===== config.mk =====
export PLATFORM = sky130hd
export DESIGN_NAME = nand_boot_page_loader
export DESIGN_NICKNAME = d
export VERILOG_FILES = /design/src/sv/nbpl_pkg.sv /design/src/sv/nbpl_front.sv /design/src/sv/nbpl_queue.sv /design/src/sv/nbpl_back.sv /design/src/sv/nand_boot_page_loader.sv
export SDC_FILE = /design/constraint.sdc
export NUM_CORES = 1
export LEC_CHECK = 0
export BUFFER_PORTS_ARGS = -buffer_cell sky130_fd_sc_hd__clkbuf_2
export CORE_AREA = 4 4 259 261
export CTS_CLUSTER_DIAMETER = 150
export CTS_CLUSTER_SIZE = 30
export DETAILED_ROUTE_END_ITERATION = 7
export DIE_AREA = 0 0 263 265
export GPL_TIMING_DRIVEN = 0
export PLACE_DENSITY = 0.73
export SYNTH_ARGS = -nofsm -noshare
export SYNTH_HDL_FRONTEND = slang
export SYNTH_SLANG_ARGS = --single-unit
export TNS_END_PERCENT = 20

===== constraint.sdc =====
create_clock -name clk -period 13 [get_ports clk]
set_input_delay 1.3 -clock clk [delete_from_list [all_inputs] [get_ports clk]]
set_output_delay 1.3 -clock clk [all_outputs]
set_load 0.01 [all_outputs]

===== src/sv/nbpl_pkg.sv =====
// Shared types, codes and constants of the boot page loader
`default_nettype none

package nbpl_pkg;

    localparam int ADDR_BITS = 32;

    localparam int Q_DEPTH = 4;
    localparam int Q_PTR_W = $clog2(Q_DEPTH);
    localparam int Q_CNT_W = $clog2(Q_DEPTH + 1);

    localparam logic [15:0] TIMING_RESET = 16'h0737;

    localparam logic [3:0] FT_SMALL  = 4'h6;
    localparam logic [3:0] FT_LARGE4 = 4'hc;
    localparam logic [3:0] FT_LARGE5 = 4'he;

    localparam logic CFG_TIMING = 1'b0;
    localparam logic CFG_TYPE   = 1'b1;

    localparam logic [7:0] CMD_RESET = 8'hff;
    localparam logic [7:0] CMD_READ0 = 8'h00;
    localparam logic [7:0] CMD_READ1 = 8'h30;

    localparam logic [10:0] SMALL_PAGE_BYTES = 11'd512;
    localparam logic [32:0] SMALL_PAGE_DEC   = 33'd512;
    localparam logic [32:0] LARGE_PAGE_DEC   = 33'd2048;

    typedef enum logic [1:0] {
        OP_START = 2'd0,
        OP_READY = 2'd1,
        OP_DATA  = 2'd2
    } op_t;

    typedef enum logic [1:0] {
        PH_IDLE,
        PH_RESET_WAIT,
        PH_PAGE_WAIT,
        PH_READING
    } phase_t;

    typedef enum logic [3:0] {
        ACT_EN    = 4'd0,
        ACT_DIS   = 4'd1,
        ACT_SEL   = 4'd2,
        ACT_DESEL = 4'd3,
        ACT_CMD   = 4'd4,
        ACT_ADDR  = 4'd5,
        ACT_POLL  = 4'd6,
        ACT_READ  = 4'd7,
        ACT_WRITE = 4'd8
    } action_t;

    // What the back end has to play out for one accepted request
    typedef enum logic [2:0] {
        K_POLL,
        K_READ,
        K_WRITE,
        K_START_OK,
        K_START_FAIL,
        K_RESET_DONE,
        K_WRITE_NEXT,
        K_WRITE_END
    } kind_t;

    typedef struct packed {
        kind_t       kind;
        logic [15:0] value;
        logic [31:0] mem_addr;
        logic [31:0] offs;
        logic        large_pg;
        logic        five;
    } desc_t;

    typedef struct packed {
        action_t     action;
        logic [15:0] value;
        logic [31:0] mem_addr;
        logic        failed;
        logic        last;
    } res_t;

endpackage

`default_nettype wire


===== src/sv/nbpl_front.sv =====
// Front end: config registers, copy state and request classification
`default_nettype none

module nbpl_front (
    input  wire logic            clk,
    input  wire logic            rst_n,
    input  wire logic            cfg_write,
    input  wire logic            cfg_index,
    input  wire logic [15:0]     cfg_data,
    input  wire logic            in_acc,
    input  wire logic [1:0]      operation,
    input  wire logic [31:0]     dest_address,
    input  wire logic [30:0]     byte_count,
    input  wire logic [20:0]     start_page,
    input  wire logic            ready_flag,
    input  wire logic [7:0]      data_byte,
    output logic                 desc_valid,
    output nbpl_pkg::desc_t      desc
);
    import nbpl_pkg::*;

    logic [15:0]          timing_reg;
    logic [3:0]           ftype_reg;
    phase_t               phase_reg, phase_next;
    logic [31:0]          page_reg, page_next;
    logic [ADDR_BITS-1:0] wptr_reg, wptr_next;
    logic [32:0]          rem_reg, rem_next;
    logic [10:0]          bip_reg, bip_next;
    logic                 large_reg, large_next;
    logic                 five_reg, five_next;

    op_t         op;
    logic        type_ok, type_large, type_five;
    logic [10:0] bip_inc;
    logic        page_end;
    logic [32:0] rem_sub;
    logic        more;
    logic [31:0] page_inc, offs_cur, offs_next;

    always_ff @(posedge clk or negedge rst_n)
    begin
        if (!rst_n)
        begin
            timing_reg <= TIMING_RESET;
            ftype_reg  <= FT_SMALL;
        end
        else if (cfg_write)
        begin
            case (cfg_index)
                CFG_TIMING: timing_reg <= cfg_data;
                CFG_TYPE:   ftype_reg  <= cfg_data[3:0];
                default:    ;
            endcase
        end
    end

    always_comb
    begin
        op = op_t'(operation);
        case (ftype_reg)
            FT_SMALL:
            begin
                type_ok = 1'b1; type_large = 1'b0; type_five = 1'b0;
            end
            FT_LARGE4:
            begin
                type_ok = 1'b1; type_large = 1'b1; type_five = 1'b0;
            end
            FT_LARGE5:
            begin
                type_ok = 1'b1; type_large = 1'b1; type_five = 1'b1;
            end
            default:
            begin
                type_ok = 1'b0; type_large = 1'b0; type_five = 1'b0;
            end
        endcase
        bip_inc = bip_reg + 11'd1;
        // a large page wraps the 11-bit byte counter back to zero
        page_end  = large_reg ? (bip_inc == 11'd0) : (bip_inc == SMALL_PAGE_BYTES);
        rem_sub   = rem_reg - (large_reg ? LARGE_PAGE_DEC : SMALL_PAGE_DEC);
        more      = !rem_sub[32];
        page_inc  = page_reg + 32'd1;
        offs_cur  = large_reg ? (page_reg << 11) : (page_reg << 9);
        offs_next = large_reg ? (page_inc << 11) : (page_inc << 9);
    end

    // next phase
    always_comb
    begin
        phase_next = phase_reg;
        if (in_acc)
        begin
            case (op)
                OP_START: phase_next = type_ok ? PH_RESET_WAIT : PH_IDLE;
                OP_READY:
                begin
                    if (ready_flag)
                    begin
                        case (phase_reg)
                            PH_RESET_WAIT: phase_next = PH_PAGE_WAIT;
                            PH_PAGE_WAIT:  phase_next = PH_READING;
                            default:       ;
                        endcase
                    end
                end
                OP_DATA:
                begin
                    if (phase_reg == PH_READING && page_end)
                        phase_next = more ? PH_PAGE_WAIT : PH_IDLE;
                end
                default: ;
            endcase
        end
    end

    // next copy state
    always_comb
    begin
        page_next  = page_reg;
        wptr_next  = wptr_reg;
        rem_next   = rem_reg;
        bip_next   = bip_reg;
        large_next = large_reg;
        five_next  = five_reg;
        if (in_acc)
        begin
            case (op)
                OP_START:
                begin
                    if (type_ok)
                    begin
                        large_next = type_large;
                        five_next  = type_five;
                        wptr_next  = dest_address[ADDR_BITS-1:0];
                        rem_next   = {2'b00, byte_count};
                        page_next  = {11'd0, start_page};
                        bip_next   = 11'd0;
                    end
                end
                OP_DATA:
                begin
                    if (phase_reg == PH_READING)
                    begin
                        wptr_next = wptr_reg + {{(ADDR_BITS-1){1'b0}}, 1'b1};
                        bip_next  = bip_inc;
                        if (page_end)
                        begin
                            bip_next  = 11'd0;
                            page_next = page_inc;
                            rem_next  = rem_sub;
                        end
                    end
                end
                default: ;
            endcase
        end
    end

    // request to the back end
    always_comb
    begin
        desc_valid    = 1'b0;
        desc.kind     = K_POLL;
        desc.value    = 16'd0;
        desc.mem_addr = 32'(wptr_reg);
        desc.offs     = offs_cur;
        desc.large_pg = large_reg;
        desc.five     = five_reg;
        if (in_acc)
        begin
            case (op)
                OP_START:
                begin
                    desc_valid = 1'b1;
                    desc.kind  = type_ok ? K_START_OK : K_START_FAIL;
                    desc.value = timing_reg;
                end
                OP_READY:
                begin
                    if (phase_reg == PH_RESET_WAIT || phase_reg == PH_PAGE_WAIT)
                    begin
                        desc_valid = 1'b1;
                        if (!ready_flag)
                            desc.kind = K_POLL;
                        else if (phase_reg == PH_RESET_WAIT)
                            desc.kind = K_RESET_DONE;
                        else
                            desc.kind = K_READ;
                    end
                end
                OP_DATA:
                begin
                    if (phase_reg == PH_READING)
                    begin
                        desc_valid = 1'b1;
                        desc.value = {8'h00, data_byte};
                        desc.offs  = offs_next;
                        if (!page_end)
                            desc.kind = K_WRITE;
                        else if (more)
                            desc.kind = K_WRITE_NEXT;
                        else
                            desc.kind = K_WRITE_END;
                    end
                end
                default: ;
            endcase
        end
    end

    always_ff @(posedge clk or negedge rst_n)
    begin
        if (!rst_n)
        begin
            phase_reg <= PH_IDLE;
            page_reg  <= 32'd0;
            wptr_reg  <= '0;
            rem_reg   <= 33'd0;
            bip_reg   <= 11'd0;
            large_reg <= 1'b0;
            five_reg  <= 1'b0;
        end
        else
        begin
            phase_reg <= phase_next;
            page_reg  <= page_next;
            wptr_reg  <= wptr_next;
            rem_reg   <= rem_next;
            bip_reg   <= bip_next;
            large_reg <= large_next;
            five_reg  <= five_next;
        end
    end

endmodule

`default_nettype wire


===== src/sv/nbpl_queue.sv =====
// Short request queue between the front and back ends
`default_nettype none

module nbpl_queue (
    input  wire logic            clk,
    input  wire logic            rst_n,
    input  wire logic            push,
    input  nbpl_pkg::desc_t      push_desc,
    input  wire logic            pop,
    output nbpl_pkg::desc_t      head,
    output logic                 nonempty,
    output logic                 full
);
    import nbpl_pkg::*;

    desc_t              entry_reg [Q_DEPTH];
    logic [Q_PTR_W-1:0] wptr_reg, rptr_reg;
    logic [Q_CNT_W-1:0] count_reg;
    logic               do_push, do_pop;

    assign full     = (count_reg == Q_CNT_W'(Q_DEPTH));
    assign nonempty = (count_reg != '0);
    assign do_push  = push && !full;
    assign do_pop   = pop && nonempty;
    assign head     = entry_reg[rptr_reg];

    always_ff @(posedge clk)
    begin
        if (do_push)
            entry_reg[wptr_reg] <= push_desc;
    end

    always_ff @(posedge clk or negedge rst_n)
    begin
        if (!rst_n)
        begin
            wptr_reg  <= '0;
            rptr_reg  <= '0;
            count_reg <= '0;
        end
        else
        begin
            if (do_push)
                wptr_reg <= wptr_reg + 1'b1;
            if (do_pop)
                rptr_reg <= rptr_reg + 1'b1;
            case ({do_push, do_pop})
                2'b10:   count_reg <= count_reg + 1'b1;
                2'b01:   count_reg <= count_reg - 1'b1;
                default: ;
            endcase
        end
    end

endmodule

`default_nettype wire


===== src/sv/nbpl_back.sv =====
// Back end: expands each request into flash and memory actions, one per cycle while the result queue has room
`default_nettype none

module nbpl_back (
    input  wire logic            clk,
    input  wire logic            rst_n,
    input  nbpl_pkg::desc_t      head,
    input  wire logic            q_nonempty,
    output logic                 q_pop,
    input  wire logic            pop,
    output logic                 empty,
    output logic [3:0]           action,
    output logic [15:0]          value,
    output logic [31:0]          mem_address,
    output logic                 failed,
    output logic                 last
);
    import nbpl_pkg::*;

    desc_t              cur_reg;
    logic               cur_valid_reg;
    logic [3:0]         step_reg;

    res_t               res;
    action_t            op_action;
    logic [7:0]         op_value;
    logic               op_last;
    logic [3:0]         op_step;
    logic               emit, load;

    res_t               res_reg [Q_DEPTH];
    logic [Q_PTR_W-1:0] owptr_reg, orptr_reg;
    logic [Q_CNT_W-1:0] ocount_reg;
    logic               ofull, out_pop;

    // page opening sequence, indexed from the select
    always_comb
    begin
        op_step   = step_reg - ((cur_reg.kind == K_WRITE_NEXT) ? 4'd2 : 4'd1);
        op_action = ACT_ADDR;
        op_value  = 8'h00;
        op_last   = 1'b0;
        case (op_step)
            4'd0: op_action = ACT_SEL;
            4'd1:
            begin
                op_action = ACT_CMD;
                op_value  = CMD_READ0;
            end
            4'd2: op_action = ACT_ADDR;
            4'd3: op_value = cur_reg.large_pg ? 8'h00 : cur_reg.offs[16:9];
            4'd4: op_value = cur_reg.large_pg ? cur_reg.offs[18:11] : cur_reg.offs[24:17];
            4'd5: op_value = cur_reg.large_pg ? cur_reg.offs[26:19]
                                              : {1'b0, cur_reg.offs[31:25]};
            4'd6:
            begin
                if (!cur_reg.large_pg)
                begin
                    op_action = ACT_POLL;
                    op_last   = 1'b1;
                end
                else if (cur_reg.five)
                    op_value = {3'b000, cur_reg.offs[31:27]};
                else
                begin
                    op_action = ACT_CMD;
                    op_value  = CMD_READ1;
                end
            end
            4'd7:
            begin
                if (cur_reg.five)
                begin
                    op_action = ACT_CMD;
                    op_value  = CMD_READ1;
                end
                else
                begin
                    op_action = ACT_POLL;
                    op_last   = 1'b1;
                end
            end
            default:
            begin
                op_action = ACT_POLL;
                op_last   = 1'b1;
            end
        endcase
    end

    always_comb
    begin
        res.action   = ACT_POLL;
        res.value    = 16'd0;
        res.mem_addr = 32'd0;
        res.failed   = 1'b0;
        res.last     = 1'b0;
        case (cur_reg.kind)
            K_POLL:
            begin
                res.action = ACT_POLL;
                res.last   = 1'b1;
            end
            K_READ:
            begin
                res.action = ACT_READ;
                res.last   = 1'b1;
            end
            K_START_FAIL:
            begin
                if (step_reg == 4'd0)
                begin
                    res.action = ACT_EN;
                    res.value  = cur_reg.value;
                end
                else
                begin
                    res.action = ACT_DIS;
                    res.failed = 1'b1;
                    res.last   = 1'b1;
                end
            end
            K_START_OK:
            begin
                case (step_reg)
                    4'd0:
                    begin
                        res.action = ACT_EN;
                        res.value  = cur_reg.value;
                    end
                    4'd1: res.action = ACT_SEL;
                    4'd2:
                    begin
                        res.action = ACT_CMD;
                        res.value  = {8'h00, CMD_RESET};
                    end
                    default:
                    begin
                        res.action = ACT_POLL;
                        res.last   = 1'b1;
                    end
                endcase
            end
            K_RESET_DONE:
            begin
                if (step_reg == 4'd0)
                    res.action = ACT_DESEL;
                else
                begin
                    res.action = op_action;
                    res.value  = {8'h00, op_value};
                    res.last   = op_last;
                end
            end
            default:
            begin
                // data byte, possibly closing a page
                if (step_reg == 4'd0)
                begin
                    res.action   = ACT_WRITE;
                    res.value    = cur_reg.value;
                    res.mem_addr = cur_reg.mem_addr;
                    res.last     = (cur_reg.kind == K_WRITE);
                end
                else if (step_reg == 4'd1)
                    res.action = ACT_DESEL;
                else if (cur_reg.kind == K_WRITE_END)
                begin
                    res.action = ACT_DIS;
                    res.last   = 1'b1;
                end
                else
                begin
                    res.action = op_action;
                    res.value  = {8'h00, op_value};
                    res.last   = op_last;
                end
            end
        endcase
    end

    assign emit  = cur_valid_reg && !ofull;
    assign load  = !cur_valid_reg || (emit && res.last);
    assign q_pop = load && q_nonempty;

    always_ff @(posedge clk)
    begin
        if (q_pop)
            cur_reg <= head;
    end

    always_ff @(posedge clk or negedge rst_n)
    begin
        if (!rst_n)
        begin
            cur_valid_reg <= 1'b0;
            step_reg      <= 4'd0;
        end
        else if (load)
        begin
            cur_valid_reg <= q_nonempty;
            step_reg      <= 4'd0;
        end
        else if (emit)
            step_reg <= step_reg + 4'd1;
    end

    // result queue toward the consumer
    assign ofull       = (ocount_reg == Q_CNT_W'(Q_DEPTH));
    assign empty       = (ocount_reg == '0);
    assign out_pop     = pop && !empty;
    assign action      = res_reg[orptr_reg].action;
    assign value       = res_reg[orptr_reg].value;
    assign mem_address = res_reg[orptr_reg].mem_addr;
    assign failed      = res_reg[orptr_reg].failed;
    assign last        = res_reg[orptr_reg].last;

    always_ff @(posedge clk)
    begin
        if (emit)
            res_reg[owptr_reg] <= res;
    end

    always_ff @(posedge clk or negedge rst_n)
    begin
        if (!rst_n)
        begin
            owptr_reg  <= '0;
            orptr_reg  <= '0;
            ocount_reg <= '0;
        end
        else
        begin
            if (emit)
                owptr_reg <= owptr_reg + 1'b1;
            if (out_pop)
                orptr_reg <= orptr_reg + 1'b1;
            case ({emit, out_pop})
                2'b10:   ocount_reg <= ocount_reg + 1'b1;
                2'b01:   ocount_reg <= ocount_reg - 1'b1;
                default: ;
            endcase
        end
    end

endmodule

`default_nettype wire


===== src/sv/nand_boot_page_loader.sv =====
// Top level of the NAND boot page copy sequencer
// Usage:
//   Requests enter through push/full: start a copy (destination, byte count,
//   first page), a sampled flash ready bit, or a byte from the flash data port.
//   Results leave through empty/pop, oldest first: controller enable/disable,
//   chip select/deselect, command, address, poll, read and memory write
//   actions. The last result caused by a request carries last = 1; requests
//   that cause nothing produce no result.
//   cfg_write with cfg_index 0 sets the timing word, index 1 the flash type
//   nibble. Write them only while no copy is in flight.
// Result flow:
//   A request passes through the request queue, the back end's current
//   request register and the result queue before its first result shows.
//   While the result queue has room, the back end plays out one result per
//   cycle, so data bytes sustain one per cycle; a request has at most 11 results.
// Reset and stalls:
//   Reset empties both queues, returns to idle and restores the register
//   defaults (timing 0x0737, flash type 0x6). While pop is low, results
//   hold; full rises once the 4-entry request queue fills.
`default_nettype none

module nand_boot_page_loader (
    input  wire logic        clk,
    input  wire logic        rst_n,
    input  wire logic        cfg_write,
    input  wire logic        cfg_index,
    input  wire logic [15:0] cfg_data,
    input  wire logic        push,
    output logic             full,
    input  wire logic [1:0]  operation,
    input  wire logic [31:0] dest_address,
    input  wire logic [30:0] byte_count,
    input  wire logic [20:0] start_page,
    input  wire logic        ready_flag,
    input  wire logic [7:0]  data_byte,
    output logic             empty,
    input  wire logic        pop,
    output logic [3:0]       action,
    output logic [15:0]      value,
    output logic [31:0]      mem_address,
    output logic             failed,
    output logic             last
);
    import nbpl_pkg::*;

    logic  in_acc;
    logic  desc_valid;
    desc_t desc;
    desc_t head;
    logic  q_nonempty, q_pop;

    assign in_acc = push && !full;

    nbpl_front u_front (
        .clk          (clk),
        .rst_n        (rst_n),
        .cfg_write    (cfg_write),
        .cfg_index    (cfg_index),
        .cfg_data     (cfg_data),
        .in_acc       (in_acc),
        .operation    (operation),
        .dest_address (dest_address),
        .byte_count   (byte_count),
        .start_page   (start_page),
        .ready_flag   (ready_flag),
        .data_byte    (data_byte),
        .desc_valid   (desc_valid),
        .desc         (desc)
    );

    nbpl_queue u_queue (
        .clk       (clk),
        .rst_n     (rst_n),
        .push      (desc_valid),
        .push_desc (desc),
        .pop       (q_pop),
        .head      (head),
        .nonempty  (q_nonempty),
        .full      (full)
    );

    nbpl_back u_back (
        .clk         (clk),
        .rst_n       (rst_n),
        .head        (head),
        .q_nonempty  (q_nonempty),
        .q_pop       (q_pop),
        .pop         (pop),
        .empty       (empty),
        .action      (action),
        .value       (value),
        .mem_address (mem_address),
        .failed      (failed),
        .last        (last)
    );

endmodule

`default_nettype wire


==> results, run 1 <==
- Entering global routing, the biggest net connects 100 pins.
- 0 antenna diodes ended up in the layout.
- By startpoint and endpoint, the worst setup path is classified as flip-flop to flip-flop.
- The die height is 265 um.
- Per report_power, the combinational group accounts for about 37% of the total.
- The critical path data arrival time is 5.76 ns.
- The number of global-route vias before repair is between 15000 and 20000.
- The clock tree skew after final layout is around 0.040 ns.
- The initial antenna violation count is 1.
- The post-synthesis sequential area ratio is between 60 and 70%.
- The final standard cell count with taps included and fillers excluded is 3134.
- The post-cts hold buffer count is 0.
- The number of flip-flops and latches in the synthesized netlist is 729.
- The floorplan step set the die width to 263 um.
- Yosys printed 0 warnings.
- The count of unique library cells instantiated by Yosys is 90.
- In the routed design, unresolved DRC markers number 0.
- The insertion delay of the later-clocked pin in the worst-skew pair is around 0.65 ns.
- The peak ir drop on the vdd network is approximately 0.17 mV.
- The final estimated routing congestion in global placement is 0.9422.
- Post-CTS timing repair inserted 0 buffers for setup.
- The proportion of power drawn by the clock network is around 14%.
- Synthesis produced a netlist with a net count of 2205.
- The count of mapped cells out of synthesis is 2056.
- The relative slew slack is 27.74%.
- Clock tree synthesis inserted a total of 28 buffers.
- CTS saw between 700 and 800 sinks.
- The part of the cycle the worst path needs is 40.10%.
- The TritonCTS clock tree is done.
- The synthesis-to-layout area growth is 9.465%.
- Setup repair after global routing left no endpoint under its margin.
- The overall overflow remaining after global route is 0.
- The flow ran to the end, and the final reports show no timing, DRC or antenna violations.
- The type of the tightest min-delay check is flip-flop to flip-flop.
- Counting tap cells, the placed design contains a total of 3082 instances.
- In this run the core area contains 93 standard-cell rows.
- The number of buffers inserted by port buffering is 163.
- The area inside the core boundary is between 60000 and 70000 um^2.
- The post-synthesis async set-or-reset flop share is 18.24%.
- The number of iterations in the first detailed-routing pass is 6.
- The final HPWL from detailed placement is roughly 50 mm.
- The average instance area after synthesis is around 15 um^2.
- The total count of max-transition violations in the final report was 0.
- For this design the total switching power over the nets is 2.865 mW.
- The portion of total power attributed to sequential cells is roughly half.
- The worst path in the final design needs a cycle of 5.213 ns, including I/O delays and setup.
- In the final design database the tool counted roughly 2400 nets.
- The internal power is roughly 5.3 mW.
- The number of enable-type register cells in the synthesized netlist is 596.
- Once detail routing completed, the nets flagged for antenna violations numbered 0.
- The required time reported for the critical path endpoint is about 14 ns.
- The cell family contributing the most delay on the critical path is buffers and inverters.
- The initial core utilization is about half.
- The register with the most flip-flops in the layout has 304 of them.
- Once the clock tree was built, the resizer swapped 0 gates to a different size.
- The library cell used most frequently in the layout, excluding fill and tap cells, is sky130_fd_sc_hd__edfxtp_1.
- The routed design has 73.82 mm of wire.
- Of the cells placed in the final design, the portion with a size suffix greater than 1 is 18.52%.
- Global routing used 20.67% of the available tracks across all layers.
- The largest driver fanout on the critical path is 15.
- STA classifies the critical path endpoint as a flip-flop.
- The worst-path cell with the longest stage delay is sky130_fd_sc_hd__fa_1.
- At the pin with the least slew margin, the transition time is around 1.1 ns.
- Traced cell by cell, the critical path runs through clkbuf_1, nor2b_1, clkbuf_1, nand2_1, fa_1, clkinv_1, nor3_1, o32ai_1, a211o_1, a21oi_4, buf_16, ha_1, inv_1, fa_1, xor2_1, nor2_1, xor2_1.
- The core occupancy in the finished layout is 53.58%.
- In the layout the commonest cells are 596 x sky130_fd_sc_hd__edfxtp_1, 162 x sky130_fd_sc_hd__clkbuf_2, 135 x sky130_fd_sc_hd__mux4_2, 123 x sky130_fd_sc_hd__dfrtp_1, 116 x sky130_fd_sc_hd__clkbuf_1.
- The number of buffers and inverters on the critical path is 5.
- The worst setup path is launched from a flip-flop.
- The routed wirelength normalized by instance count is 23.55 um.
- During I/O placement, the number of pins put on the boundary was approximately 170.
- The die covers 69700 um^2.
- After routing, the total negative slack on setup checks comes to 0 ns.
- The biggest cell delay along the critical path is 0.65 ns.
- Based on the critical path, the design can be clocked at up to 191.8 MHz.
- The switching power share of the total is 35.23%.
- The final setup violation count is 0.
- The count of final hold-check violations is 0.
- The number of maximum-capacitance violations is 0.
- The wire length of the first global-routing pass is 113.7 mm.
- The tree is rooted in a sky130_fd_sc_hd__clkbuf_16.
- After clock tree synthesis, the clock-pin slew on the worst setup and hold paths is approximately 0.11 ns.
- CTS built an H-tree with a depth of 1.
- The first-iteration detailed-routing DRC count is 2013.
- The most common flop cell mapped by yosys is sky130_fd_sc_hd__edfxtp_1.
- The deepest clock path buffer count is 3.
- The power per unit of standard cell area is around 240 nW/um^2.
- The cell area after synthesis is 31550 um^2.
- The leakage power summed over all cells is approximately 12 nW.
- Using the TritonRoute via totals, the vias-per-cell ratio works out to just over 6.
- Summing over every cut layer, the via total after detailed routing is 19136.
worst reg2reg max path, cell delays in order, from the launching register on:
cell and delay, ns:
sky130_fd_sc_hd__edfxtp_1 0.40, sky130_fd_sc_hd__clkbuf_1 0.38, sky130_fd_sc_hd__nor2b_1 0.18, sky130_fd_sc_hd__clkbuf_1 0.36
sky130_fd_sc_hd__nand2_1 0.20, sky130_fd_sc_hd__fa_1 0.65, sky130_fd_sc_hd__clkinv_1 0.25, sky130_fd_sc_hd__nor3_1 0.30
sky130_fd_sc_hd__o32ai_1 0.19, sky130_fd_sc_hd__a211o_1 0.40, sky130_fd_sc_hd__a21oi_4 0.53, sky130_fd_sc_hd__buf_16 0.23
sky130_fd_sc_hd__ha_1 0.20, sky130_fd_sc_hd__inv_1 0.06, sky130_fd_sc_hd__fa_1 0.38, sky130_fd_sc_hd__xor2_1 0.15
sky130_fd_sc_hd__nor2_1 0.12, sky130_fd_sc_hd__xor2_1 0.17
cells by family (layout without fill, tap and decap cells):
family	count (synthesis)	in the layout	share of synthesized area, %
compound gates	334	334	7.145
flops	729	729	67.31
mux	197	197	11.73
xor+xnor	39	39	1.130
fa+ha+maj	32	32	1.340
buf+inv	169	392	2.145
simple gates	556	556	9.207
layout make-up:
type                            instances  area [um^2]
Clock buffer                           49        779.5
Inverter                               43        161.4
Sequential cell                       729        21240
Buffer                                126        515.5
Timing Repair Buffer                  171         1030
Multi-Input combinational cell       1158         9681
Tap cell                              855         1070
Clock inverter                          3        66.31
Fill cell                            5167        29920
metal layers:
metal | global-route usage, % | routed length (um) | up-vias
li1 | - | - | 8480
met1 | 29.44 | 30870 | 9768
met3 | 2.061 | 4430 | 149
met2 | 33.73 | 35740 | 739
met5 | 0 | 0 | -
met4 | 7.478 | 2775 | 0
path summary, 6_finish.rpt:
check	slack [ns]	startpoint	endpoint	cells after the start
setup / recovery	7.79	u_back.cur_reg[84]	u_queue.count_reg[2]	17
hold / removal	0.51	u_front.timing_reg[11]	u_front.timing_reg[11]	1
setup reg to reg	7.79	u_back.cur_reg[84]	u_queue.count_reg[2]	17
hold reg to reg	0.51	u_front.timing_reg[11]	u_front.timing_reg[11]	1
max in group asynchronous	11.50	rst_n	u_front.wptr_reg[22]	2
min in group asynchronous	0.57	rst_n	u_back.ocount_reg[1]	1
per-stage QoR:
stage	cell area (um^2)	power (mW)	hold slack [ns]	worst slack, ns
2_1_floorplan	31550	5.998	0.4565	5.010
3_3_place_gp	33440	6.926	0.4740	2.195
3_5_place_dp	33690	7.100	0.4861	7.890
4_1_cts	34540	8.206	0.5053	7.842
5_1_grt	34540	8.610	0.5151	7.349
6_report	34540	8.134	0.5141	7.787
synth_stat cells (all sizes together), types with 31 or more instances:
cell	n	area, um^2
mux2	31	349.1
dfrtp	123	3078
mux4	135	3040
a21oi	72	360.4
buf	31	158.9
nand4	31	193.9
mux2i	31	310.3
and3	33	209.0
o22ai	41	256.5
edfxtp	596	17900
o21ai	59	295.3
nand2	109	416.7
and2	67	419.2
nor2	108	405.4
nor3	51	260.3
inv	41	153.9
nand3	58	290.3
clkbuf	95	356.6
power groups by stage:
stage          sequential (mW)  combinational (mW)  clock (mW)
3_5_place_dp              4.04                3.06           0
5_1_grt                   4.07                3.31        1.23
3_3_place_gp              4.08                2.85           0
6_report                  3.99                3.02        1.12
4_1_cts                   3.99                3.07        1.15
2_1_floorplan             3.95                2.05           0
No activity file was read; power rests on OpenSTA's default activity.
==> run 2, diff against run 1 <==
- clock period: 13 -> 5.4 ns (I/O delays scaled with it)
==> run 2 against run 1 <==
Effect of this change: flip-flop and latch count did not move; core utilization barely moved; global-route usage fell by 0.060 points; register-to-register slack got worse by 7.3 ns; worst setup slack got worse by 7.3 ns; non-clock buffer count rose by 3; final cell count rose by 0.13%; combinational power rose by 140%; total power rose by 140%; worst hold slack got worse by 0.36 ns; clock skew fell by 0.0039 ns; routed wire length rose by 0.39%.
==> results, run 2 (synthesis results as in run 1) <==
- The number of nets in the layout is 2409.
- The critical path starts at u_back.cur_reg[84].
- The endpoint kind of the worst setup timing path is a flip-flop.
- The pre-antenna-repair detailed-routing pass consisted of 6 iterations.
- The area growth from synthesis to layout is 9.497%.
- The die height is 265 um.
- In this run the critical register-to-register path is captured at u_queue.count_reg[2].
- In the layout the commonest cells are 596 x sky130_fd_sc_hd__edfxtp_1, 162 x sky130_fd_sc_hd__clkbuf_2, 135 x sky130_fd_sc_hd__mux4_2, 123 x sky130_fd_sc_hd__dfrtp_1, 116 x sky130_fd_sc_hd__clkbuf_1.
- The top-level port count is 173.
- The switching power share of the total is 35.22%.
- The routed layout has around 19000 vias.
- The residual antenna-violating net count after detailed routing is 0.
- The fraction of layout instances using a drive strength above 1 is 18.58%.
- The setup slack of the worst register-to-register path is 0.52 ns.
- The peak ir drop on the vdd network is around 0.37 mV.
- The number of global-route vias before repair is around 19000.
- At the worst endpoint, the arrival time is between 5 and 6 ns.
- The total count of max-transition violations in the final report is 0.
- Clock tree synthesis found a total of roughly 730 sinks.
- The final estimated routing congestion in global placement is 0.9233.
- The largest driver fanout on the critical path is 18.
- After clock tree synthesis, the clock-pin slew on the worst setup and hold paths is roughly 0.12 ns.
- The clock network is responsible for between 10% and 20% of the overall power.
- The area inside the core boundary is 64460 um^2.
- The floorplan has 93 rows.
- Between clock sinks in the finished design, the worst skew comes to 0.03573 ns.
- The switching power total is roughly 6.9 mW.
- Measured against its own limit, the worst slew margin works out to 33.87%.
- After global routing the overflow that remains totals 0.
- In this run the most critical hold path is launched from dest_address[11].
- The length in cells of the worst reg-to-reg path is 19.
- The peak clock frequency supported by timing is 204.8 MHz.
- The total negative slack for setup checks is 0 ns.
- The die is 263 um wide.
- Dividing total power by cell area gives a power density of about 570 nW/um^2.
- The detailed router finished its first iteration with 2150 violations.
- The insertion delay of the later-clocked pin in the worst-skew pair is 0.63 ns.
- The first global-routing pass estimated roughly 110 mm of wire.
- The part of the cycle the worst path needs is 90.40%.
- The post-placement setup slack is 0.2124 ns.
- In this run the worst setup path terminates at u_queue.count_reg[2].
- The most common cell after layout, fill and taps aside is sky130_fd_sc_hd__edfxtp_1.
- The tool flagged a number of max-cap violations equal to 0.
- In the global route stage, overall resource usage came out at between 20% and 30%.
- The type of the worst setup path is flip-flop to flip-flop.
- Combinational logic burns 37.4% of the power.
- The cell sitting at the root of the clock tree is a sky130_fd_sc_hd__clkbuf_16.
- The initial antenna violation count is 1.
- Buffers inserted during clock tree synthesis total 28.
- In the final routed layout, each cell accounts on average for 23.61 um.
- Entering global routing, the biggest net connects 102 pins.
- The slew of the pin with the lowest slew margin is between 0.9 and 1 ns.
- The type of the tightest min-delay check is primary input to flip-flop.
- In this run the number of H-tree levels came out at 1.
- The final setup violation count is 0.
- The clock period minus final worst setup slack is 4.882 ns.
- The post-cts resize count is 0.
- During placement, the flow inserted port buffers numbering roughly 160.
- In the routed layout, each cell is associated on average with a via count of 6.116.
- The die covers between 60000 and 70000 um^2.
- The portion of total power attributed to sequential cells is 49.1%.
- Cell internal power was estimated by the tool at 12.68 mW.
- Setup slack closes at ~0.52 ns.
- Setup repair after global routing left no endpoint under its margin.
- The deepest clock path buffer count is 3.
- For this block, the routed nets add up to 74.10 mm of wire.
- The required time reported for the critical path endpoint is roughly 5.9 ns.
- The HPWL after detailed placement is about 52 mm.
- The TritonCTS clock tree is done.
- The number of design rule violations left after detail routing is 0.
- The count of final hold-check violations is 0.
- Summed over all cells, the static leakage comes to 11.74 nW.
- For this configuration, the core starts out at a cell density of 48.95%.
- The run finished with clean final reports.
- The flip-flop count of the largest register, all copies and words added is 304.
- Fill cells in the final layout number 5198.
- The worst flop-to-flop path startpoint is u_back.cur_reg[84].
- The startpoint type of the worst setup path is a flip-flop.
==> run 2: cell count changes in the layout (fill, tap and decap cells not counted), sizes merged <==
cell	change
buf	+2
bufinv	-1
diode	+1
dlygate4sd3	+1
inv	+1
==> run 2: per-layer routing <==
layer  track usage (%)  share of wire [%]
met5                 0                  0
met4             5.024                2.4
met3             2.664                6.5
met2             34.86                 50
met1             28.88                 41
==> run 2: layout make-up <==
| class | instances | area (um^2) | share of cell area [%] |
|---|---|---|---|
| Antenna cell | 1 | 2.502 | 0.007243 |
| Buffer | 126 | 515.5 | 1.492 |
| Clock buffer | 49 | 779.5 | 2.256 |
| Clock inverter | 3 | 41.29 | 0.1195 |
| Inverter | 43 | 161.4 | 0.4672 |
| Multi-Input combinational cell | 1158 | 9681 | 28.02 |
| Sequential cell | 729 | 21240 | 61.47 |
| Tap cell | 855 | 1070 | 3.096 |
| Timing Repair Buffer | 174 | 1062 | 3.075 |
==> run 2: how the worst min path moves through the flow <==
stage,cells past startpoint,to
3_3_place_gp,1,u_queue.count_reg[2]
4_1_cts,2,u_front.timing_reg[14]
6_report,3,u_front.wptr_reg[11]
3_5_place_dp,1,u_back.ocount_reg[1]
5_1_grt,3,u_front.wptr_reg[11]
2_1_floorplan,0,u_back.cur_valid_reg
==> run 2: stage by stage <==
stage               utilization, %  cells  power (mW)  cell area (um^2)  hold WS (ns)
floorplan                        -   2056       14.37             31570        0.2444
global placement             51.89   3074       16.67             33450        0.4752
detailed placement           52.28   3082       17.11             33700        0.4852
CTS                          53.57   3135       19.71             34530        0.1230
global route                 53.59   3137       20.71             34550        0.1318
finish                       53.60   3138       19.57             34550        0.1503
==> run 2: timing repair <==
item                                    CTS  global route
setup buffers                             0             2
hold buffers                              1             0
endpoints found under the setup margin    0             2
endpoints found under the hold margin    32             0
==> run 2: worst max-delay path, cell delays in order, from the launching register on <==
cell	delay, ns
sky130_fd_sc_hd__edfxtp_1	0.43
sky130_fd_sc_hd__clkbuf_1	0.25
sky130_fd_sc_hd__nor2b_1	0.19
sky130_fd_sc_hd__clkbuf_1	0.23
sky130_fd_sc_hd__nand2_1	0.20
sky130_fd_sc_hd__ha_1	0.20
sky130_fd_sc_hd__inv_1	0.06
sky130_fd_sc_hd__fa_1	0.60
sky130_fd_sc_hd__clkinv_1	0.25
sky130_fd_sc_hd__nor3_1	0.32
sky130_fd_sc_hd__o32ai_1	0.21
sky130_fd_sc_hd__a211o_1	0.38
sky130_fd_sc_hd__a21oi_4	0.23
sky130_fd_sc_hd__buf_16	0.20
sky130_fd_sc_hd__ha_1	0.19
sky130_fd_sc_hd__inv_1	0.06
sky130_fd_sc_hd__fa_1	0.37
sky130_fd_sc_hd__xor2_1	0.15
sky130_fd_sc_hd__nor2_1	0.12
sky130_fd_sc_hd__xor2_1	0.15
==> run 2: power groups by stage <==
stage | sequential, mW | clock, mW | combinational, mW
4_1_cts | 9.60 | 2.71 | 7.40
6_report | 9.60 | 2.65 | 7.32
3_3_place_gp | 9.74 | 0 | 6.93
5_1_grt | 9.78 | 2.91 | 8.03
2_1_floorplan | 9.41 | 0 | 4.96
3_5_place_dp | 9.73 | 0 | 7.38
